### src/hdl/zrewc_pkg.sv
// Shared constants and types for the zero-run expanding word checksum block.
`default_nettype none
package zrewc_pkg;

    localparam int TAIL_DEPTH      = 8;
    localparam int LINE_COUNT_BITS = 16;

    localparam int FILL_W     = $clog2(TAIL_DEPTH + 1);
    localparam int DROP_PLAIN = (6 < TAIL_DEPTH) ? 6 : TAIL_DEPTH;
    localparam int DROP_CRC   = (8 < TAIL_DEPTH) ? 8 : TAIL_DEPTH;

    localparam int WORD_W    = 16;
    localparam int RES_W     = 15;
    localparam int RES_CNT_W = 4;
    localparam int RUN_W     = 7;
    localparam int PAD_W     = 6;
    localparam int ADDR_W    = 5;
    localparam int APB_DW    = 32;

    localparam logic [RUN_W-1:0] RUN_EIGHT = 7'd64;
    localparam logic [RUN_W-1:0] RUN_FOUR  = 7'd32;
    localparam logic [RUN_W-1:0] RUN_TWO   = 7'd16;
    localparam logic [RUN_W-1:0] RUN_BYTE  = 7'd8;

    typedef enum logic [1:0] {
        ST_OK,
        ST_SHORT_LINE,
        ST_PAD_PAST,
        ST_ODD_BITS
    } t_status;

    typedef enum logic [2:0] {
        REG_COMPRESSED,
        REG_CRC,
        REG_CODE_EIGHT,
        REG_CODE_FOUR,
        REG_CODE_TWO,
        REG_PAD_BITS,
        REG_LINE_LIMIT
    } t_reg_idx;

endpackage
`default_nettype wire

### src/hdl/zero_run_expand_word_checksum.sv
// A stream_end transfer gives its result in the output register on the next cycle.
// One byte per cycle while o_ready is high; expansion, padding skip and word add are combinational.
// Input stalls only for a stream_end byte while an untaken result holds the output register.
// Synchronous active-low reset restores register defaults and clears all stream state;
// the tail delay line is not cleared (entries are read only after being written in a line).
`default_nettype none
module zero_run_expand_word_checksum
    import zrewc_pkg::*;
(
    input  wire logic              i_clk,
    input  wire logic              i_rst_n,
    input  wire logic              i_valid,
    output logic                   o_ready,
    input  wire logic [7:0]        i_data_byte,
    input  wire logic              i_line_end,
    input  wire logic              i_stream_end,
    output logic                   o_valid,
    input  wire logic              i_ready,
    output logic [WORD_W-1:0]      o_checksum,
    output logic [1:0]             o_status,
    input  wire logic              psel,
    input  wire logic              penable,
    input  wire logic              pwrite,
    input  wire logic [ADDR_W-1:0] paddr,
    input  wire logic [APB_DW-1:0] pwdata,
    output logic [APB_DW-1:0]      prdata,
    output logic                   pready
);

    logic                       r_compressed;
    logic                       r_crc;
    logic [7:0]                 r_code_eight;
    logic [7:0]                 r_code_four;
    logic [7:0]                 r_code_two;
    logic [PAD_W-1:0]           r_pad_bits;
    logic [15:0]                r_line_limit;

    logic [7:0]                 r_tail [TAIL_DEPTH];
    logic [FILL_W-1:0]          r_tail_fill;
    logic [PAD_W-1:0]           r_pad_left;
    logic [RES_W-1:0]           r_residue;
    logic [RES_CNT_W-1:0]       r_res_cnt;
    logic [WORD_W-1:0]          r_sum;
    logic [LINE_COUNT_BITS-1:0] r_lines_seen;
    t_status                    r_err;

    logic                       r_out_valid;
    logic [WORD_W-1:0]          r_checksum;
    t_status                    r_status;

    logic                       n_out_valid;
    logic [FILL_W-1:0]          n_tail_fill;
    logic [PAD_W-1:0]           n_pad_left;
    logic [RES_W-1:0]           n_residue;
    logic [RES_CNT_W-1:0]       n_res_cnt;
    logic [WORD_W-1:0]          n_sum;
    logic [LINE_COUNT_BITS-1:0] n_lines_seen;
    t_status                    n_err;

    logic                       in_xfer;
    logic                       cfg_wr;
    logic [FILL_W-1:0]          drop_cnt;
    logic [7:0]                 oldest;
    logic                       active;
    logic                       do_emit;
    logic [PAD_W-1:0]           pad_cur;
    logic [RUN_W-1:0]           zero_run;
    logic [RUN_W-1:0]           n_bits;
    logic [RUN_W-1:0]           skip;
    logic [RUN_W-1:0]           keep;
    logic [RUN_W-1:0]           total_z;
    logic [4:0]                 total_d;
    logic [2:0]                 sh_d;
    logic [30:0]                word_z;
    logic [22:0]                cat_d;
    logic [7:0]                 dmask;
    logic                       add_en;
    logic [WORD_W-1:0]          add_word;
    logic [FILL_W-1:0]          fill_inc;
    logic                       line_done;
    t_status                    err_mid;

    assign in_xfer = i_valid && o_ready;
    assign o_ready = !r_out_valid || i_ready || !i_stream_end;
    assign cfg_wr  = psel && penable && pwrite;
    assign pready  = 1'b1;

    assign o_valid    = r_out_valid;
    assign o_checksum = r_checksum;
    assign o_status   = r_status;

    always_comb begin
        prdata = '0;
        case (t_reg_idx'(paddr[ADDR_W-1:2]))
            REG_COMPRESSED: prdata[0]       = r_compressed;
            REG_CRC:        prdata[0]       = r_crc;
            REG_CODE_EIGHT: prdata[7:0]     = r_code_eight;
            REG_CODE_FOUR:  prdata[7:0]     = r_code_four;
            REG_CODE_TWO:   prdata[7:0]     = r_code_two;
            REG_PAD_BITS:   prdata[PAD_W-1:0] = r_pad_bits;
            REG_LINE_LIMIT: prdata[15:0]    = r_line_limit;
            default:        prdata          = '0;
        endcase
    end

    always_comb begin
        drop_cnt = r_crc ? FILL_W'(DROP_CRC) : FILL_W'(DROP_PLAIN);
        oldest   = r_crc ? r_tail[DROP_CRC-1] : r_tail[DROP_PLAIN-1];
        active   = 32'(r_lines_seen) < 32'(r_line_limit);
        pad_cur  = (r_tail_fill == '0) ? r_pad_bits : r_pad_left;
        do_emit  = active && (r_tail_fill >= drop_cnt) && (r_err == ST_OK);

        zero_run = '0;
        if (r_compressed) begin
            if (oldest == r_code_eight)     zero_run = RUN_EIGHT;
            else if (oldest == r_code_four) zero_run = RUN_FOUR;
            else if (oldest == r_code_two)  zero_run = RUN_TWO;
        end
        n_bits = (zero_run != '0) ? zero_run : RUN_BYTE;
        skip   = ({1'b0, pad_cur} < n_bits) ? {1'b0, pad_cur} : n_bits;
        keep   = n_bits - skip;

        // zero run: at most one word can hold non-zero residue bits
        total_z = {3'b0, r_res_cnt} + keep;
        word_z  = {16'b0, r_residue} << (5'd16 - {1'b0, r_res_cnt});

        // plain byte: low keep bits of the byte join the residue
        dmask   = 8'(~(9'h1FF << keep[3:0]));
        cat_d   = ({8'b0, r_residue} << keep[3:0]) | {15'b0, oldest & dmask};
        total_d = {1'b0, r_res_cnt} + keep[4:0];
        sh_d    = 3'(total_d - 5'd16);

        n_pad_left = pad_cur;
        n_residue  = r_residue;
        n_res_cnt  = r_res_cnt;
        add_en     = 1'b0;
        add_word   = '0;
        if (do_emit) begin
            n_pad_left = pad_cur - skip[PAD_W-1:0];
            if (zero_run != '0) begin
                if (total_z >= RUN_W'(WORD_W)) begin
                    add_en    = 1'b1;
                    add_word  = word_z[WORD_W-1:0];
                    n_residue = '0;
                end else begin
                    n_residue = r_residue << keep[3:0];
                end
                n_res_cnt = total_z[RES_CNT_W-1:0];
            end else begin
                if (total_d >= 5'd16) begin
                    add_en    = 1'b1;
                    add_word  = 16'(cat_d >> sh_d);
                    n_residue = 15'(cat_d & ~(23'h7FFFFF << sh_d));
                    n_res_cnt = {1'b0, sh_d};
                end else begin
                    n_residue = cat_d[RES_W-1:0];
                    n_res_cnt = total_d[RES_CNT_W-1:0];
                end
            end
        end
        n_sum = add_en ? r_sum + add_word : r_sum;

        fill_inc = r_tail_fill;
        if (active && (r_tail_fill < FILL_W'(TAIL_DEPTH))) begin
            fill_inc = r_tail_fill + 1'b1;
        end

        line_done    = i_line_end || i_stream_end;
        err_mid      = r_err;
        n_tail_fill  = fill_inc;
        n_lines_seen = r_lines_seen;
        if (line_done) begin
            if (active && (r_err == ST_OK)) begin
                if (fill_inc < drop_cnt)     err_mid = ST_SHORT_LINE;
                else if (n_pad_left != '0)   err_mid = ST_PAD_PAST;
            end
            if (r_lines_seen != '1) begin
                n_lines_seen = r_lines_seen + 1'b1;
            end
            n_tail_fill = '0;
        end

        n_err = err_mid;
        if (i_stream_end && (err_mid == ST_OK) && (n_res_cnt != '0)) begin
            n_err = ST_ODD_BITS;
        end

        n_out_valid = r_out_valid && !i_ready;
        if (in_xfer && i_stream_end) begin
            n_out_valid = 1'b1;
        end
    end

    always_ff @(posedge i_clk) begin
        if (!i_rst_n) begin
            r_compressed <= 1'b0;
            r_crc        <= 1'b0;
            r_code_eight <= 8'hFF;
            r_code_four  <= 8'hFF;
            r_code_two   <= 8'hFF;
            r_pad_bits   <= '0;
            r_line_limit <= 16'hFFFF;
        end else if (cfg_wr) begin
            case (t_reg_idx'(paddr[ADDR_W-1:2]))
                REG_COMPRESSED: r_compressed <= pwdata[0];
                REG_CRC:        r_crc        <= pwdata[0];
                REG_CODE_EIGHT: r_code_eight <= pwdata[7:0];
                REG_CODE_FOUR:  r_code_four  <= pwdata[7:0];
                REG_CODE_TWO:   r_code_two   <= pwdata[7:0];
                REG_PAD_BITS:   r_pad_bits   <= pwdata[PAD_W-1:0];
                REG_LINE_LIMIT: r_line_limit <= pwdata[15:0];
                default: ;
            endcase
        end
    end

    always_ff @(posedge i_clk) begin
        if (in_xfer && active) begin
            r_tail[0] <= i_data_byte;
            for (int k = 1; k < TAIL_DEPTH; k++) begin
                r_tail[k] <= r_tail[k-1];
            end
        end
    end

    always_ff @(posedge i_clk) begin
        if (!i_rst_n) begin
            r_tail_fill  <= '0;
            r_pad_left   <= '0;
            r_residue    <= '0;
            r_res_cnt    <= '0;
            r_sum        <= '0;
            r_lines_seen <= '0;
            r_err        <= ST_OK;
            r_out_valid  <= 1'b0;
        end else begin
            r_out_valid <= n_out_valid;
            if (in_xfer) begin
                if (i_stream_end) begin
                    r_tail_fill  <= '0;
                    r_pad_left   <= r_pad_bits;
                    r_residue    <= '0;
                    r_res_cnt    <= '0;
                    r_sum        <= '0;
                    r_lines_seen <= '0;
                    r_err        <= ST_OK;
                end else begin
                    r_tail_fill  <= n_tail_fill;
                    r_pad_left   <= n_pad_left;
                    r_residue    <= n_residue;
                    r_res_cnt    <= n_res_cnt;
                    r_sum        <= n_sum;
                    r_lines_seen <= n_lines_seen;
                    r_err        <= n_err;
                end
            end
        end
    end

    always_ff @(posedge i_clk) begin
        if (in_xfer && i_stream_end) begin
            r_checksum <= (n_err == ST_OK) ? n_sum : '0;
            r_status   <= n_err;
        end
    end

`ifndef SYNTHESIS
    a_residue_fits: assert property (@(posedge i_clk) disable iff (!i_rst_n)
        (r_residue >> r_res_cnt) == '0)
        else $error("residue holds bits beyond its count");

    a_fill_bound: assert property (@(posedge i_clk) disable iff (!i_rst_n)
        r_tail_fill <= FILL_W'(TAIL_DEPTH))
        else $error("tail fill beyond delay depth");

    a_err_zero_sum: assert property (@(posedge i_clk) disable iff (!i_rst_n)
        (r_out_valid && (r_status != ST_OK)) |-> (r_checksum == '0))
        else $error("checksum not cleared on error");

    a_result_follows: assert property (@(posedge i_clk) disable iff (!i_rst_n)
        (in_xfer && i_stream_end) |=> r_out_valid)
        else $error("stream end transfer without result");

    a_err_sticky: assert property (@(posedge i_clk) disable iff (!i_rst_n)
        ((r_err != ST_OK) && !(in_xfer && i_stream_end)) |=> (r_err == $past(r_err)))
        else $error("error code changed mid stream");
`endif

endmodule
`default_nettype wire

### config.mk
export PLATFORM = sky130hd
export DESIGN_NAME = zero_run_expand_word_checksum
export DESIGN_NICKNAME = d
export VERILOG_FILES = /design/src/hdl/zrewc_pkg.sv /design/src/hdl/zero_run_expand_word_checksum.sv
export SDC_FILE = /design/constraint.sdc
export NUM_CORES = 1
export LEC_CHECK = 0
export BUFFER_PORTS_ARGS = -buffer_cell sky130_fd_sc_hd__buf_2
export CAP_MARGIN = 20
export CORE_ASPECT_RATIO = 0.6
export CORE_MARGIN = 3
export CORE_UTILIZATION = 40
export DETAILED_ROUTE_END_ITERATION = 10
export GPL_TIMING_DRIVEN = 0
export PLACE_DENSITY = 0.54
export SLEW_MARGIN = 10
export SYNTH_ARGS = -nofsm -noshare
export SYNTH_HDL_FRONTEND = slang
export SYNTH_SLANG_ARGS = --single-unit
### constraint.sdc
create_clock -name i_clk -period 23.7 [get_ports i_clk]
set_clock_uncertainty 0.1 [all_clocks]
set_input_delay 1.185 -clock i_clk [delete_from_list [all_inputs] [get_ports i_clk]]
set_output_delay 1.185 -clock i_clk [all_outputs]
set_load 0.02 [all_outputs]
==> impl_metrics.json <==
{
  "num-nets-final": 1682,
  "slew_headroom": 0.202,
  "number_of_clock_buffers_inserted_by_tritoncts": 17,
  "final_max_slew_viols": 0,
  "htree_levels": 4,
  "report.final.setup_viol": 0,
  "p_leak_nw": 5.73,
  "fin_util": 0.463,
  "post_route_cells_drive_above_1_share": 0.138,
  "gr-usage-all-layers": 0.254,
  "setup.worst_path.start_class": "flip-flop",
  "synth_edf_count": 82,
  "worst-slew-pin-transition_ns": 1.19,
  "clock_edge_transition_at_the_registers_on_the_reported_setup_and_hold_paths_ns": 0.08,
  "arrival_ns": 12.89,
  "drt_drc_violations_left": 0,
  "cts_tree": "done",
  "dp_hpwl_microns": 34800,
  "placementRows": 50,
  "min_period_over_period": 0.540,
  "synthMostInstantiatedCell": "sky130_fd_sc_hd__nand2_1",
  "period_minus_slack_ns": 12.80,
  "crit_path_end_kind": "flip-flop",
  "cap_violations": 0,
  "synth-async-reset-ratio": 0,
  "synth_top_cells_by_area": "sky130_fd_sc_hd__edfxtp_1, sky130_fd_sc_hd__dfxtp_1, sky130_fd_sc_hd__nand2_1",
  "total_grt_overflow": 0,
  "synth_area_per_cell_sq_um": 8.96,
  "chip_height_microns": 146,
  "synth_largest_type_area_fraction": 0.188,
  "first_pass_iters": 6,
  "io_pins": 107,
  "routed_wire_length_per_instance_microns": 22.4,
  "worst_vdd_rail_ir_drop_uv": 52.3,
  "post_cts_hold_buffer_count": 0,
  "result_of_the_run": "finished, final reports clean",
  "cts_resized": 0,
  "maximum_number_of_pins_on_one_net_before_global_route_repair": 64,
  "cts_num_sinks": 194,
  "final_weighted_congestion_of_routability_driven_global_placement": 0.961,
  "placeableCoreArea_sq_mm": 0.0317,
  "synth_top_cell_by_area": "sky130_fd_sc_hd__edfxtp_1",
  "initial_antenna_violation_count": 2,
  "antennaDiodeCount": 0,
  "hold_viol": 0,
  "rsz_0062_raised_after_global_routing": "no",
  "fin_area_sq_mm": 0.0147,
  "pwr_density_cell_mw_per_mm2": 51.5,
  "ys_top_cells_by_count": "sky130_fd_sc_hd__nand2_1, sky130_fd_sc_hd__dfxtp_1, sky130_fd_sc_hd__nor2_1, sky130_fd_sc_hd__edfxtp_1, sky130_fd_sc_hd__a21oi_1",
  "netlist_area_sq_mm": 0.0131,
  "area_delta_synth_final_pct": 12.3,
  "clockBufferDepth": 2,
  "die_area_sq_mm": 0.0350,
  "postCtsSetupRepairBufs": 0,
  "fp.dieW_microns": 240,
  "ff_latch_count_synth": 194,
  "gate_count_post_synth": 1462,
  "synth_warnings": 0,
  "synth_ff_type": "sky130_fd_sc_hd__dfxtp_1",
  "clockRootBuffer": "sky130_fd_sc_hd__clkbuf_16",
  "grt_pass1_wl_microns": 67500,
  "first_global_vias": 10845,
  "routed-via-count": 11980,
  "clkLatencyLatePin_ns": 0.46,
  "dpl-instance-area_sq_mm": 0.0141,
  "crit_type": "flip-flop to flip-flop",
  "wl_microns": 44700,
  "ant_nets": 0,
  "slowest_cp_cell": "sky130_fd_sc_hd__o21ai_0",
  "buffer_ports.inserted": 70,
  "critical-path-max-stage-delay_ns": 0.75,
  "worst-path-max-fanout": 10,
  "place_inst": 1967,
  "setup_total_negative_slack_ns": 0,
  "layoutNonFillerInstCount": 2000,
  "achievable-frequency_ghz": 0.0781,
  "drt_iter0_markers": 1520,
  "cp_data_required_time_ns": 23.79,
  "synthDistinctLibCells": 104,
  "seq_area_frac_synth": 0.359,
  "detail_route.vias_per_cell": 5.99,
  "hp-class": "flip-flop to flip-flop",
  "timing.critical_path.mode_cell": "sky130_fd_sc_hd__ha_1",
  "initial_utilization": 0.413
}
==> layer usage <==
layer | vias up | wire length (microns) | share of wire | global-route usage
met4 | 2 | 316 | 0.0071 | 0.0338
met3 | 36 | 5110 | 0.11 | 0.0885
li1 | 5591 | - | - | -
met5 | - | 13 | 0.00029 | 0
met2 | 561 | 15700 | 0.35 | 0.297
met1 | 5790 | 23600 | 0.53 | 0.431
==> flip-flops by register name (all words and copies together), names as in the netlist, 4 cells and up <==
signal and cells:
r_code_eight 8, r_tail_fill 4, r_code_four 8, r_residue 15, r_pad_bits 6, r_pad_left 6, o_checksum 16, r_code_two 8
r_res_cnt 4, r_sum 16, r_line_limit 16, r_lines_seen 16, r_tail 64
==> worst paths after layout <==
kind | start | endpoint | slack, ns | depth (start not counted)
worst max-delay path | r_crc$_SDFFE_PN0P_ | o_checksum[15]$_SDFFCE_PP0P_ | 10.90 | 44
worst min-delay path | r_tail[0][1]$_DFFE_PP_ | r_tail[0][9]$_DFFE_PP_ | 0.31 | 0
worst max register to register | r_crc$_SDFFE_PN0P_ | o_checksum[15]$_SDFFCE_PP0P_ | 10.90 | 44
worst min register to register | r_tail[0][1]$_DFFE_PP_ | r_tail[0][9]$_DFFE_PP_ | 0.31 | 0
==> metrics by stage <==
stage                     total power [mW]  worst slack (ns)  hold slack, ns
after floorplan                      0.423             14.56           0.300
after global placement               0.452             11.33           0.302
after detailed placement             0.452             11.22           0.305
after CTS                            0.762             11.15           0.316
after global routing                 0.783              9.99           0.325
final                                0.757             10.90           0.311
==> logic make-up (layout without fill, tap and decap cells) <==
family,count (synthesis),in the layout,synth area share
multiplexers,82,82,0.0830
other,2,18,0.000574
AO/OA/AOI/OAI,399,399,0.218
XOR/XNOR,56,56,0.0375
adder cells (fa/ha/maj),57,57,0.0556
flip-flops,194,194,0.359
AND/OR/NAND/NOR,520,520,0.195
buffers and inverters,152,258,0.0513
==> placed cells by master (no fill, tap or decap), types with 10 or more instances in the layout <==
cell / count
sky130_fd_sc_hd__nand2_1: 187
sky130_fd_sc_hd__dfxtp_1: 112
sky130_fd_sc_hd__nor2_1: 92
sky130_fd_sc_hd__edfxtp_1: 82
sky130_fd_sc_hd__a21oi_1: 81
sky130_fd_sc_hd__buf_2: 81
sky130_fd_sc_hd__clkbuf_1: 59
sky130_fd_sc_hd__o21ai_0: 56
sky130_fd_sc_hd__ha_1: 55
sky130_fd_sc_hd__inv_1: 50
sky130_fd_sc_hd__nand3_1: 48
sky130_fd_sc_hd__nor2b_1: 47
sky130_fd_sc_hd__mux2i_1: 41
sky130_fd_sc_hd__a22oi_1: 39
sky130_fd_sc_hd__o211ai_1: 37
sky130_fd_sc_hd__nor3_1: 33
sky130_fd_sc_hd__xnor2_1: 30
sky130_fd_sc_hd__a211oi_1: 29
sky130_fd_sc_hd__xor2_1: 26
sky130_fd_sc_hd__a21o_1: 19
sky130_fd_sc_hd__clkbuf_16: 19
sky130_fd_sc_hd__and2_1: 18
sky130_fd_sc_hd__conb_1: 18
sky130_fd_sc_hd__buf_4: 18
sky130_fd_sc_hd__mux2_2: 17
sky130_fd_sc_hd__nand4_1: 16
sky130_fd_sc_hd__mux4_2: 16
sky130_fd_sc_hd__o31ai_1: 13
sky130_fd_sc_hd__nand2b_1: 12
sky130_fd_sc_hd__or3_1: 11
sky130_fd_sc_hd__and3_1: 11
sky130_fd_sc_hd__or2_2: 11
sky130_fd_sc_hd__buf_1: 10
sky130_fd_sc_hd__a31oi_1: 10
==> critical path: cells and delay by family (launching register included) <==
kind	cells	cell delay (ns)
muxes	1	0.73
adders and majority gates	5	1.61
xor gates and xnor gates	1	0.21
and+or+nand+nor	13	2.60
AOI/OAI and AO/OA	17	4.22
buffers and inverters	7	2.40
DFF	1	0.59
==> area by class of cell <==
| class | count | area, sq um |
|---|---|---|
| buffer | 97 | 463 |
| clock buffer | 21 | 484 |
| clock inverter | 11 | 143 |
| fill | 3103 | 17000 |
| inverter | 55 | 209 |
| multi-input combinational | 1132 | 7780 |
| sequential | 194 | 4700 |
| tap | 416 | 520 |
| timing repair buffer | 74 | 394 |
==> power breakdown <==
part	switching (mW)	internal [mW]
sequential	0.00443	0.358
combinational	0.0567	0.0275
clock	0.139	0.171
total	0.200	0.557
Power figures use the tool's default switching activity.
